### config.mk
export PLATFORM = sky130hd
export DESIGN_NAME = sha1_word_stream_hasher
export DESIGN_NICKNAME = d
export VERILOG_FILES = /design/src/sv/sha1ws_pkg.sv /design/src/sv/sha1_word_stream_hasher.sv /design/src/sv/sha1ws_front.sv /design/src/sv/sha1ws_back.sv
export VERILOG_INCLUDE_DIRS = /design/src /design/src/sv
export SDC_FILE = /design/constraint.sdc
export NUM_CORES = 2
export LEC_CHECK = 0
export BUFFER_PORTS_ARGS = -buffer_cell sky130_fd_sc_hd__buf_2
export CAP_MARGIN = 20
export CORE_UTILIZATION = 50
export CTS_CLUSTER_DIAMETER = 50
export DETAILED_ROUTE_END_ITERATION = 6
export GPL_ROUTABILITY_DRIVEN = 0
export PLACE_DENSITY_LB_ADDON = 0.25
export SLEW_MARGIN = 40
export SYNTH_ARGS = -nofsm -noshare
export SYNTH_HDL_FRONTEND = slang
export SYNTH_SLANG_ARGS = --single-unit
### constraint.sdc
create_clock -name clk -period 15.1 [get_ports clk]
set_clock_uncertainty 0.1 [all_clocks]
set_input_delay 0 -clock clk [delete_from_list [all_inputs] [get_ports clk]]
set_output_delay 0 -clock clk [all_outputs]
set_load 0.005 [all_outputs]
### src/sv/sha1_word_stream_hasher_assert.svh
// Assertion macros shared by the SHA-1 word stream hasher.
`ifndef SHA1_WORD_STREAM_HASHER_ASSERT_SVH
`define SHA1_WORD_STREAM_HASHER_ASSERT_SVH

// Same-cycle implication, sampled on clk, quiet during reset.
`define SHA1WS_ASSERT_IMP(lbl, ante, cons, msg) \
    lbl: assert property (@(posedge clk) disable iff (!rst_n) (ante) |-> (cons)) \
        else $error(msg);

// Next-cycle implication, sampled on clk, quiet during reset.
`define SHA1WS_ASSERT_NXT(lbl, ante, cons, msg) \
    lbl: assert property (@(posedge clk) disable iff (!rst_n) (ante) |=> (cons)) \
        else $error(msg);

`endif

### src/sv/sha1ws_pkg.sv
// Shared types, constants and helpers of the SHA-1 word stream hasher.
package sha1ws_pkg;

    localparam int unsigned WordW       = 32;
    localparam int unsigned NumWords    = 16;
    localparam int unsigned DigestWords = 5;
    localparam int unsigned CntW        = 4;
    localparam int unsigned RndW        = 7;
    localparam int unsigned QDepth      = 2;
    localparam int unsigned QLevelW     = 2;

    typedef logic [WordW-1:0] word_t;

    localparam logic KIND_DATA = 1'b0;
    localparam logic KIND_END  = 1'b1;

    localparam word_t H0 = 32'h67452301;
    localparam word_t H1 = 32'hEFCDAB89;
    localparam word_t H2 = 32'h98BADCFE;
    localparam word_t H3 = 32'h10325476;
    localparam word_t H4 = 32'hC3D2E1F0;

    localparam word_t K0 = 32'h5A827999;
    localparam word_t K1 = 32'h6ED9EBA1;
    localparam word_t K2 = 32'h8F1BBCDC;
    localparam word_t K3 = 32'hCA62C1D6;

    localparam word_t PAD_MARK = 32'h80000000;

    localparam logic [RndW-1:0] ROUND_LAST = 7'd79;

    // One queued beat after classification.
    typedef struct packed {
        logic  is_end;
        word_t word;
    } item_t;

    // Status of the compression engine, watched by the top level.
    typedef struct packed {
        logic            in_rounds;
        logic            in_add;
        logic [RndW-1:0] round;
    } back_status_t;

    function automatic word_t rotl1(input word_t x);
        rotl1 = {x[30:0], x[31]};
    endfunction

    function automatic word_t rotl5(input word_t x);
        rotl5 = {x[26:0], x[31:27]};
    endfunction

    function automatic word_t rotl30(input word_t x);
        rotl30 = {x[1:0], x[31:2]};
    endfunction

endpackage

### src/sv/sha1_word_stream_hasher.sv
// SHA-1 word stream hasher: streaming input queue, compression engine, digest output.
// Input channel s_*: one beat per 32-bit message word (s_tuser = 0, first byte in
// bits 31..24), or an end beat (s_tuser = 1, s_tdata ignored) that closes the message.
// Output channel m_*: one beat per end beat, the 160-bit digest with digest_0 in the
// low 32 bits of m_tdata. The next message starts from the initial hash at once.
// A two-entry queue sits between the input and the engine, so beats keep flowing
// while the engine compresses until the queue fills and s_tready drops.
// Timing is set by the single round unit, one SHA-1 round per cycle:
//   data word: written into the block by the idle engine; the 16th word of a block
//   starts the 80 rounds, then the chain addition.
//   end beat: the padded block runs 80 rounds and the chain addition into the digest
//   register, after an extra padding block when the tail holds 14 or 15 words.
// Reset clears the queue and the output, loads the initial hash and a zero length.
// When the receiver stalls, the digest is held in the output register; a second
// digest waits in the engine's final step, then the queue and s_tready back up.
module sha1_word_stream_hasher
    import sha1ws_pkg::*;
(
    input  logic         clk,
    input  logic         rst_n,
    input  logic         s_tvalid,
    output logic         s_tready,
    input  logic [31:0]  s_tdata,     // word
    input  logic         s_tuser,     // kind
    output logic         m_tvalid,
    input  logic         m_tready,
    output logic [159:0] m_tdata      // digest_0, digest_1, digest_2, digest_3, digest_4
);

`include "sha1_word_stream_hasher_assert.svh"

    logic               item_valid;
    logic               item_ready;
    item_t              item;
    logic [QLevelW-1:0] level;
    back_status_t       back_st;

    sha1ws_front u_front (
        .clk        (clk),
        .rst_n      (rst_n),
        .s_tvalid   (s_tvalid),
        .s_tready   (s_tready),
        .s_tdata    (s_tdata),
        .s_tuser    (s_tuser),
        .item_valid (item_valid),
        .item_ready (item_ready),
        .item       (item),
        .level      (level)
    );

    sha1ws_back u_back (
        .clk        (clk),
        .rst_n      (rst_n),
        .item_valid (item_valid),
        .item_ready (item_ready),
        .item       (item),
        .m_tvalid   (m_tvalid),
        .m_tready   (m_tready),
        .m_tdata    (m_tdata),
        .status     (back_st)
    );

    `SHA1WS_ASSERT_IMP(a_digest_after_add, $rose(m_tvalid), $past(back_st.in_add),
        "digest appeared without a chain addition step")
    `SHA1WS_ASSERT_IMP(a_rounds_start_zero, $rose(back_st.in_rounds), back_st.round == '0,
        "compression started at a nonzero round")
    `SHA1WS_ASSERT_IMP(a_add_after_last, back_st.in_add && !$past(back_st.in_add),
        $past(back_st.round) == ROUND_LAST, "chain addition before the last round")
    `SHA1WS_ASSERT_NXT(a_queue_push, s_tvalid && s_tready && !(item_valid && item_ready),
        level == $past(level) + QLevelW'(1), "queued beat lost")

endmodule

### src/sv/sha1ws_front.sv
// Input side: accepts beats, classifies them and queues them for the engine.
module sha1ws_front
    import sha1ws_pkg::*;
(
    input  logic               clk,
    input  logic               rst_n,
    input  logic               s_tvalid,
    output logic               s_tready,
    input  logic [31:0]        s_tdata,     // word
    input  logic               s_tuser,     // kind
    output logic               item_valid,
    input  logic               item_ready,
    output item_t              item,
    output logic [QLevelW-1:0] level
);

    item_t              slot_reg [QDepth];
    logic               wr_ptr_reg;
    logic               rd_ptr_reg;
    logic [QLevelW-1:0] count_reg;
    logic               push;
    logic               pop;
    item_t              incoming;

    assign s_tready   = (count_reg != QLevelW'(QDepth));
    assign item_valid = (count_reg != '0);
    assign item       = slot_reg[rd_ptr_reg];
    assign level      = count_reg;
    assign push       = s_tvalid && s_tready;
    assign pop        = item_valid && item_ready;

    always_comb
    begin
        incoming.is_end = (s_tuser == KIND_END);
        incoming.word   = s_tdata;
    end

    always_ff @(posedge clk or negedge rst_n)
    begin
        if (!rst_n)
        begin
            wr_ptr_reg <= 1'b0;
            rd_ptr_reg <= 1'b0;
            count_reg  <= '0;
        end
        else
        begin
            if (push)
                wr_ptr_reg <= ~wr_ptr_reg;
            if (pop)
                rd_ptr_reg <= ~rd_ptr_reg;
            if (push && !pop)
                count_reg <= count_reg + QLevelW'(1);
            else if (pop && !push)
                count_reg <= count_reg - QLevelW'(1);
        end
    end

    always_ff @(posedge clk)
    begin
        if (push)
            slot_reg[wr_ptr_reg] <= incoming;
    end

endmodule

### src/sv/sha1ws_back.sv
// Compression engine: block loading, padding, 80 rounds and the digest register.
module sha1ws_back
    import sha1ws_pkg::*;
(
    input  logic         clk,
    input  logic         rst_n,
    input  logic         item_valid,
    output logic         item_ready,
    input  item_t        item,
    output logic         m_tvalid,
    input  logic         m_tready,
    output logic [159:0] m_tdata,     // digest_0, digest_1, digest_2, digest_3, digest_4
    output back_status_t status
);

    typedef enum logic [1:0] {ST_IDLE, ST_ROUND, ST_ADD} state_t;
    typedef enum logic [1:0] {MODE_DATA, MODE_PAD, MODE_LAST} mode_t;

    state_t          state_reg,  state_next;
    mode_t           mode_reg,   mode_next;
    logic [RndW-1:0] rnd_reg,    rnd_next;
    logic [CntW-1:0] cnt_reg,    cnt_next;
    word_t           bits_reg,   bits_next;
    word_t           chain_reg   [DigestWords];
    word_t           chain_next  [DigestWords];
    word_t           rv_reg      [DigestWords];
    word_t           rv_next     [DigestWords];
    word_t           out_reg     [DigestWords];
    word_t           out_next    [DigestWords];
    logic            out_vld_reg, out_vld_next;
    word_t           win_reg     [NumWords];
    word_t           win_next    [NumWords];

    word_t           f_val;
    word_t           k_val;
    word_t           round_sum;
    word_t           w_new;
    word_t           added       [DigestWords];
    logic            out_free;

    assign item_ready = (state_reg == ST_IDLE);
    assign m_tvalid   = out_vld_reg;
    assign m_tdata    = {out_reg[4], out_reg[3], out_reg[2], out_reg[1], out_reg[0]};
    assign out_free   = !out_vld_reg || m_tready;

    assign status.in_rounds = (state_reg == ST_ROUND);
    assign status.in_add    = (state_reg == ST_ADD);
    assign status.round     = rnd_reg;

    // Round function and constant by round group.
    always_comb
    begin
        priority if (rnd_reg < 7'd20)
        begin
            f_val = (rv_reg[1] & rv_reg[2]) | (~rv_reg[1] & rv_reg[3]);
            k_val = K0;
        end
        else if (rnd_reg < 7'd40)
        begin
            f_val = rv_reg[1] ^ rv_reg[2] ^ rv_reg[3];
            k_val = K1;
        end
        else if (rnd_reg < 7'd60)
        begin
            f_val = (rv_reg[1] & rv_reg[2]) | (rv_reg[1] & rv_reg[3])
                  | (rv_reg[2] & rv_reg[3]);
            k_val = K2;
        end
        else
        begin
            f_val = rv_reg[1] ^ rv_reg[2] ^ rv_reg[3];
            k_val = K3;
        end
    end

    // Window slot 0 holds the schedule word of the current round.
    assign round_sum = rotl5(rv_reg[0]) + f_val + rv_reg[4] + k_val + win_reg[0];
    assign w_new     = rotl1(win_reg[13] ^ win_reg[8] ^ win_reg[2] ^ win_reg[0]);

    always_comb
    begin
        for (int q = 0; q < DigestWords; q++)
            added[q] = chain_reg[q] + rv_reg[q];
    end

    always_comb
    begin
        state_next   = state_reg;
        mode_next    = mode_reg;
        rnd_next     = rnd_reg;
        cnt_next     = cnt_reg;
        bits_next    = bits_reg;
        chain_next   = chain_reg;
        rv_next      = rv_reg;
        out_next     = out_reg;
        out_vld_next = out_vld_reg && !m_tready;
        win_next     = win_reg;

        unique case (state_reg)
            ST_IDLE:
            begin
                if (item_valid)
                begin
                    if (!item.is_end)
                    begin
                        win_next[cnt_reg] = item.word;
                        cnt_next          = cnt_reg + CntW'(1);
                        bits_next         = bits_reg + 32'd32;
                        if (cnt_reg == CntW'(NumWords - 1))
                        begin
                            rv_next    = chain_reg;
                            rnd_next   = '0;
                            mode_next  = MODE_DATA;
                            state_next = ST_ROUND;
                        end
                    end
                    else
                    begin
                        // Marker after the data, zeros to the end of the block.
                        for (int q = 0; q < NumWords; q++)
                        begin
                            if (CntW'(q) == cnt_reg)
                                win_next[q] = PAD_MARK;
                            else if (CntW'(q) > cnt_reg)
                                win_next[q] = '0;
                        end
                        // Length fits in this block unless the tail is 14 or 15 words.
                        if (cnt_reg < CntW'(NumWords - 2))
                        begin
                            win_next[NumWords-1] = bits_reg;
                            mode_next            = MODE_LAST;
                        end
                        else
                        begin
                            mode_next = MODE_PAD;
                        end
                        rv_next    = chain_reg;
                        rnd_next   = '0;
                        state_next = ST_ROUND;
                    end
                end
            end

            ST_ROUND:
            begin
                rv_next[0] = round_sum;
                rv_next[1] = rv_reg[0];
                rv_next[2] = rotl30(rv_reg[1]);
                rv_next[3] = rv_reg[2];
                rv_next[4] = rv_reg[3];
                for (int q = 0; q < NumWords - 1; q++)
                    win_next[q] = win_reg[q+1];
                win_next[NumWords-1] = w_new;
                rnd_next = rnd_reg + RndW'(1);
                if (rnd_reg == ROUND_LAST)
                    state_next = ST_ADD;
            end

            ST_ADD:
            begin
                unique case (mode_reg)
                    MODE_DATA:
                    begin
                        chain_next = added;
                        state_next = ST_IDLE;
                    end
                    MODE_PAD:
                    begin
                        // Extra block: zeros with the length in the last word.
                        chain_next = added;
                        rv_next    = added;
                        for (int q = 0; q < NumWords - 1; q++)
                            win_next[q] = '0;
                        win_next[NumWords-1] = bits_reg;
                        rnd_next   = '0;
                        mode_next  = MODE_LAST;
                        state_next = ST_ROUND;
                    end
                    MODE_LAST:
                    begin
                        // Hold here while the previous digest is still waiting.
                        if (out_free)
                        begin
                            out_next      = added;
                            out_vld_next  = 1'b1;
                            chain_next[0] = H0;
                            chain_next[1] = H1;
                            chain_next[2] = H2;
                            chain_next[3] = H3;
                            chain_next[4] = H4;
                            cnt_next      = '0;
                            bits_next     = '0;
                            state_next    = ST_IDLE;
                        end
                    end
                    default:
                    begin
                        state_next = ST_IDLE;
                    end
                endcase
            end

            default:
            begin
                state_next = ST_IDLE;
            end
        endcase
    end

    always_ff @(posedge clk or negedge rst_n)
    begin
        if (!rst_n)
        begin
            state_reg    <= ST_IDLE;
            mode_reg     <= MODE_DATA;
            rnd_reg      <= '0;
            cnt_reg      <= '0;
            bits_reg     <= '0;
            chain_reg[0] <= H0;
            chain_reg[1] <= H1;
            chain_reg[2] <= H2;
            chain_reg[3] <= H3;
            chain_reg[4] <= H4;
            for (int q = 0; q < DigestWords; q++)
            begin
                rv_reg[q]  <= '0;
                out_reg[q] <= '0;
            end
            out_vld_reg  <= 1'b0;
        end
        else
        begin
            state_reg   <= state_next;
            mode_reg    <= mode_next;
            rnd_reg     <= rnd_next;
            cnt_reg     <= cnt_next;
            bits_reg    <= bits_next;
            chain_reg   <= chain_next;
            rv_reg      <= rv_next;
            out_reg     <= out_next;
            out_vld_reg <= out_vld_next;
        end
    end

    always_ff @(posedge clk)
    begin
        win_reg <= win_next;
    end

endmodule

## Yosys cells after proc, flatten, opt, wreduce, memory -nomap -nowiden

Memories as Yosys holds them, arrays and structs flattened.
Cells that the tools add are included.

- Bits in registers: 1044
- Bits in writable memories: 66
- Input port bits: 37
- Output and inout port bits: 162
- Logic and storage cells: 270
- Memories: 1

- Add/subtract/negate cells: 14
- $lt $le $gt $ge: 22
- Equal/unequal tests: 47
- Mux-type cells: 88
- Bitwise logic cells: 16
- Reduce and logical (&&, ||, !) cells: 42

Memory list:

| memory | depth | bits a word | rd ports | clocked after memory_dff | wr ports | RTL line | source |
|---|---|---|---|---|---|---|---|
| u_front.slot_reg | 2 | 33 | 1 | 0 | 1 | sha1ws_front.sv:17 | `item_t slot_reg [QDepth];` |

Operators with widths:

| kind | count |
|---|---|
| $mux 512 | 3 |
| $pmux 512 s3 | 1 |
| $mux 32 | 43 |
| $mux 160 | 5 |
| $bwmux 512 | 1 |
| $pmux 160 s3 | 1 |
| $pmux 160 s2 | 1 |
| $add 32x32->32 | 9 |
| $xor 32x32->32 | 5 |
| $and 32x32->32 | 4 |
| $demux 32 s4 | 1 |
| $or 32x32->32 | 3 |
| $reduce_and 4->1 | 19 |
| $pmux 32 s2 | 1 |
| $ne 4x4->1 const B | 15 |
| $add 32x6->32 const B | 1 |
| $eq 4x4->1 const A | 8 |
| $gt 4x4->1 const A | 8 |
| $not 32->32 | 1 |
| $mux 31 | 1 |
| $mux 7 | 4 |
| $mux 2 | 12 |
| $pmux 7 s3 | 1 |
| $eq 3x4->1 const A | 4 |
| other kinds (40) | 77 |

## Depth between registers and ports, before layout

- Depth in word-level cells: 11
- Mapped depth: 27
- Mapped depth without buffers: 26

## Modules after synthesis

A second synthesis with hierarchy kept.

- Cell total of the unflattened synthesis: 6471
- Area, all modules: 64840.9 um^2

Modules (own cells, without submodules):

| module | times used | cells each | area each (um^2) | seq. area each (um^2) |
|---|---|---|---|---|
| sha1ws_back | 1 | 6350 | 62113.3 | 28562.4 |
| sha1ws_front | 1 | 121 | 2727.6 | 2082.0 |

## Least setup slack after synthesis

Ideal clock, no wire load.

- Path type: register -> register
- Start point: register u_back.rnd_reg[4]
- End point: register u_back.rv_reg[156] in the netlist's numbering
- Library setup time: 120 ps
- Arrival: 5790 ps
- Data required time: 14880 ps
- Slack: 9090 ps
- Stages on the path, launching flop included: 26
- Buffers on the path: 1
- Period minus slack after synthesis: 6010 ps
- Cell sequence: dfrtp_1 > nand2_1 > o21a_1 > inv_1 > nor2_1 > clkinv_1 > nand2_1 > clkbuf_1 > nor2_1 > nor2_1 > fa_1 > fa_1 > inv_1 > fa_1 > inv_1 > ha_1 > a21o_1 > a21o_1 > a2111o_1 > a41o_1 > a21oi_1 > nor2_1 > a22o_1 > o2111a_1 > o31a_1 > a31o_2

- Word-level cells in the longest chain between the ends: 9
- Elaborated cells on any way between the ends: 14
- Classes of those cells: 4 x add/sub; 3 x order compare; 7 x mux

Ends and longest elaborated chain:

| item | RTL line | source |
|---|---|---|
| start, declared | sha1ws_back.sv:21 | `logic [RndW-1:0] rnd_reg, rnd_next;` |
| start signal, assigned | sha1ws_back.sv:235 | `rnd_reg <= rnd_next;` |
| $lt 7x6->1 | sha1ws_back.sv:63 | `else if (rnd_reg < 7'd60)` |
| $mux 32 | sha1ws_back.sv:63 |  |
| $mux 32 | sha1ws_back.sv:58 | `else if (rnd_reg < 7'd40)` |
| $mux 32 | sha1ws_back.sv:53 | `priority if (rnd_reg < 7'd20)` |
| $add 32x32->32 (2 in a row) | sha1ws_back.sv:77 | `assign round_sum = rotl5(rv_reg[0]) + f_val + rv_reg[4] + k_val + win_reg[0];` |
| $add 32x32->32 * (2 in a row) | sha1ws_back.sv:77 |  |
| $pmux 160 s3 * | sha1ws_back.sv:99 | `unique case (state_reg)` |
| end signal, assigned | sha1ws_back.sv:239 | `rv_reg <= rv_next;` |
| end, declared | sha1ws_back.sv:26 | `word_t rv_reg [DigestWords];` |

Mark *: on every way between the ends. The rest lies on a longest branch, timed or not.
A chain may end at the register's enable or synchronous reset.

## Worst setup path after layout

- Start point: register u_back.rnd_reg[4]
- End point: register u_back.rv_reg[157] in the netlist's numbering

Same word-level chain as after synthesis.

==> metrics.cfg <==
[floorplanning]
core_um2 = 128000
ios = 199
die_area_um2 = 130000
rows = 131
initial_core_util_pct = 50.5
fp.dieW_um = 361
die_y_um = 361

[timing]
finalSetupViolations = 0
holdWs_ns = 0.219
hold_viol_final = 0
setup-tns-final_ns = 0
worst_slew_pin_slew_ns = 0.946
period_needed_ns = 6.75
relSlewSlack_pct = 37.0
post-route-period-util_pct = 44.7
fmax_ghz = 0.148
rsz0062_at_grt = false
slew_viol_final = 0

[flow_run]
cap_violations = 0

[routing]
viasPerCell = 6.27
drt_pass1_iterations = 6
num_vias = 55100
drtIter0Drc = 6631
ant_nets = 0
drc = 0
wl_mm = 217
wire_per_inst_um = 24.7

[global_route]
antenna_found_initial = 7
grt_pass1_wl_mm = 327
grt_pass1_vias = 52800
overflow = 0
grt_usage_pct = 32.8
grt_max_degree = 147

[clocking]
cts.clk_slew.worst_paths_ns = 0.06
cts_sinks = 1105
htree_levels = 4
cts_tree = yes
clock_latency_ns = 0.80
ctsResizeCount = 0
cts-root-buf = clkbuf_16
numCtsBuffers = 139
clk_path_buf_depth = 3

[critical_path]
startpoint_type = flop
r2r_slack_ns = 8.35
crit_type = flop to flop
crit_arrival_ns = 7.29
critical_path.endpoint_type = flop
critical_path_required_ns = 15.65
path_max_fanout = 15

[placement]
dp.cells = 8454
dp_hpwl_mm = 146
io_buffers = 198

[synth]
postSynthCellCount = 6946
synth_edf_count = 578
async_reset_ff_share_pct = 47.7
syn_area_per_cell_um2 = 9.29
syn-num-nets = 7337
syn_area_um2 = 64500
yosys_most_used_dff = edfxtp_1
synth.distinct_cells = 93
synth-seq-area-share_pct = 47.5
yosysWarnings = 0
ys_ff_latch = 1105

[finish]
utilization_pct = 57.0
drive_gt1_share_pct = 10.2
fin_cells = 8789
layout_commonest_cell = nand2_1
largest_register_ffs = 512
final_cell_mix = nand2_1 (1238), o21ai_0 (796), nor2_1 (673), edfxtp_1 (578), a21oi_1 (569)
final_nets = 7400
area_growth_pct = 12.8

[status]
outcome = complete, no violations

[worst_hold_path]
holdCritPathClass = input port to flop

worst max-delay path, cell delays in order, from the launching register on:
cell and delay, ns:
dfrtp_1 0.46, nand2_1 0.12, o21a_1 0.26, inv_1 0.21
nor2_1 0.23, clkinv_1 0.12, nand2_1 0.44, nor2_1 0.08
nor2_1 0.16, fa_1 0.43, inv_1 0.08, fa_1 0.42
fa_1 0.44, inv_1 0.07, ha_1 0.15, inv_1 0.06
fa_1 0.45, nor2b_1 0.20, o31ai_2 0.12, a311oi_1 0.48
a211o_1 0.30, o31ai_1 0.15, o21ai_0 0.44, a31oi_1 0.17
xnor2_1 0.14, a221oi_1 0.24, a211oi_1 0.08
cell type report:
type / instances / area (um^2)
fillers: 11100 / 55000
multi-input cells: 5156 / 31700
flip-flops and latches: 1105 / 30600
clock buffers: 172 / 3710
repair buffers: 389 / 2840
well taps: 1662 / 2080
clock inverters: 81 / 896
inverters: 218 / 821
diodes: 6 / 15.0
worst paths after layout:
kind | end | cells past startpoint | startpoint
min in group asynchronous | u_back.chain_reg[91] | 3 | rst_n
min reg2reg | u_back.m_tdata[64] | 2 | u_back.m_tdata[64]
max reg2reg | u_back.rv_reg[157] | 26 | u_back.rnd_reg[4]
max | u_back.rv_reg[157] | 26 | u_back.rnd_reg[4]
max in group asynchronous | u_back.chain_reg[157] | 6 | rst_n
min | u_back.m_tvalid | 4 | m_tready
cells by family (layout without fill, tap and decap cells):
family                   after synthesis  after routing  synth area share [%]
AND/OR/NAND/NOR                     2286           2286                  14.5
AO/OA/AOI/OAI                       2176           2176                  20.9
flip-flops                          1105           1105                  47.5
buffers and inverters                685            860                  4.05
adder cells (fa/ha/maj)              354            354                  8.31
XOR/XNOR                             289            289                  3.92
multiplexers                          51             51                 0.807
other                                  0              6                     0
routing by layer:
metal | global-route usage [%] | part of all wire (%)
met5 | 0 | 0
met4 | 19.2 | 6.2
met3 | 7.18 | 9.7
met1 | 41.9 | 39
met2 | 51.3 | 45
synth_stat cells (all sizes together), types with 33 or more instances:
library cell,number,area share [%]
ha,230,4.5
o31ai,70,0.82
dfrtp,447,17
a31oi,33,0.34
edfxtp,578,27
a221oi,128,1.7
mux2i,43,0.67
xor2,70,0.95
nor2,679,4.0
fa,124,3.8
a21o,99,1.2
a22o,77,1.0
nand3,52,0.40
clkbuf,447,2.6
o21a,49,0.57
xnor2,219,3.0
inv,216,1.3
o22a,71,0.96
nand2,1255,7.3
dfstp,80,3.3
nor2b,51,0.49
a21oi,580,4.5
o21ai,806,6.3
nor3,100,0.78
through the flow:
stage               area [um^2]  worst slack, ns
floorplan                 64500             9.09
global placement          67100             8.56
detailed placement        67300             8.42
CTS                       72600             8.42
global route              72700             7.86
finish                    72700             8.35
what timing repair did:
action / in CTS / in global routing
buffers inserted: 0 / 0
hold endpoints to repair: 405 / 0
setup endpoints to repair: 0 / 0
hold buffers: 72 / 0
Power is left out: the tool's default activity adds up to more than one toggle a clock period on the data nets, which glitch-free logic cannot reach.
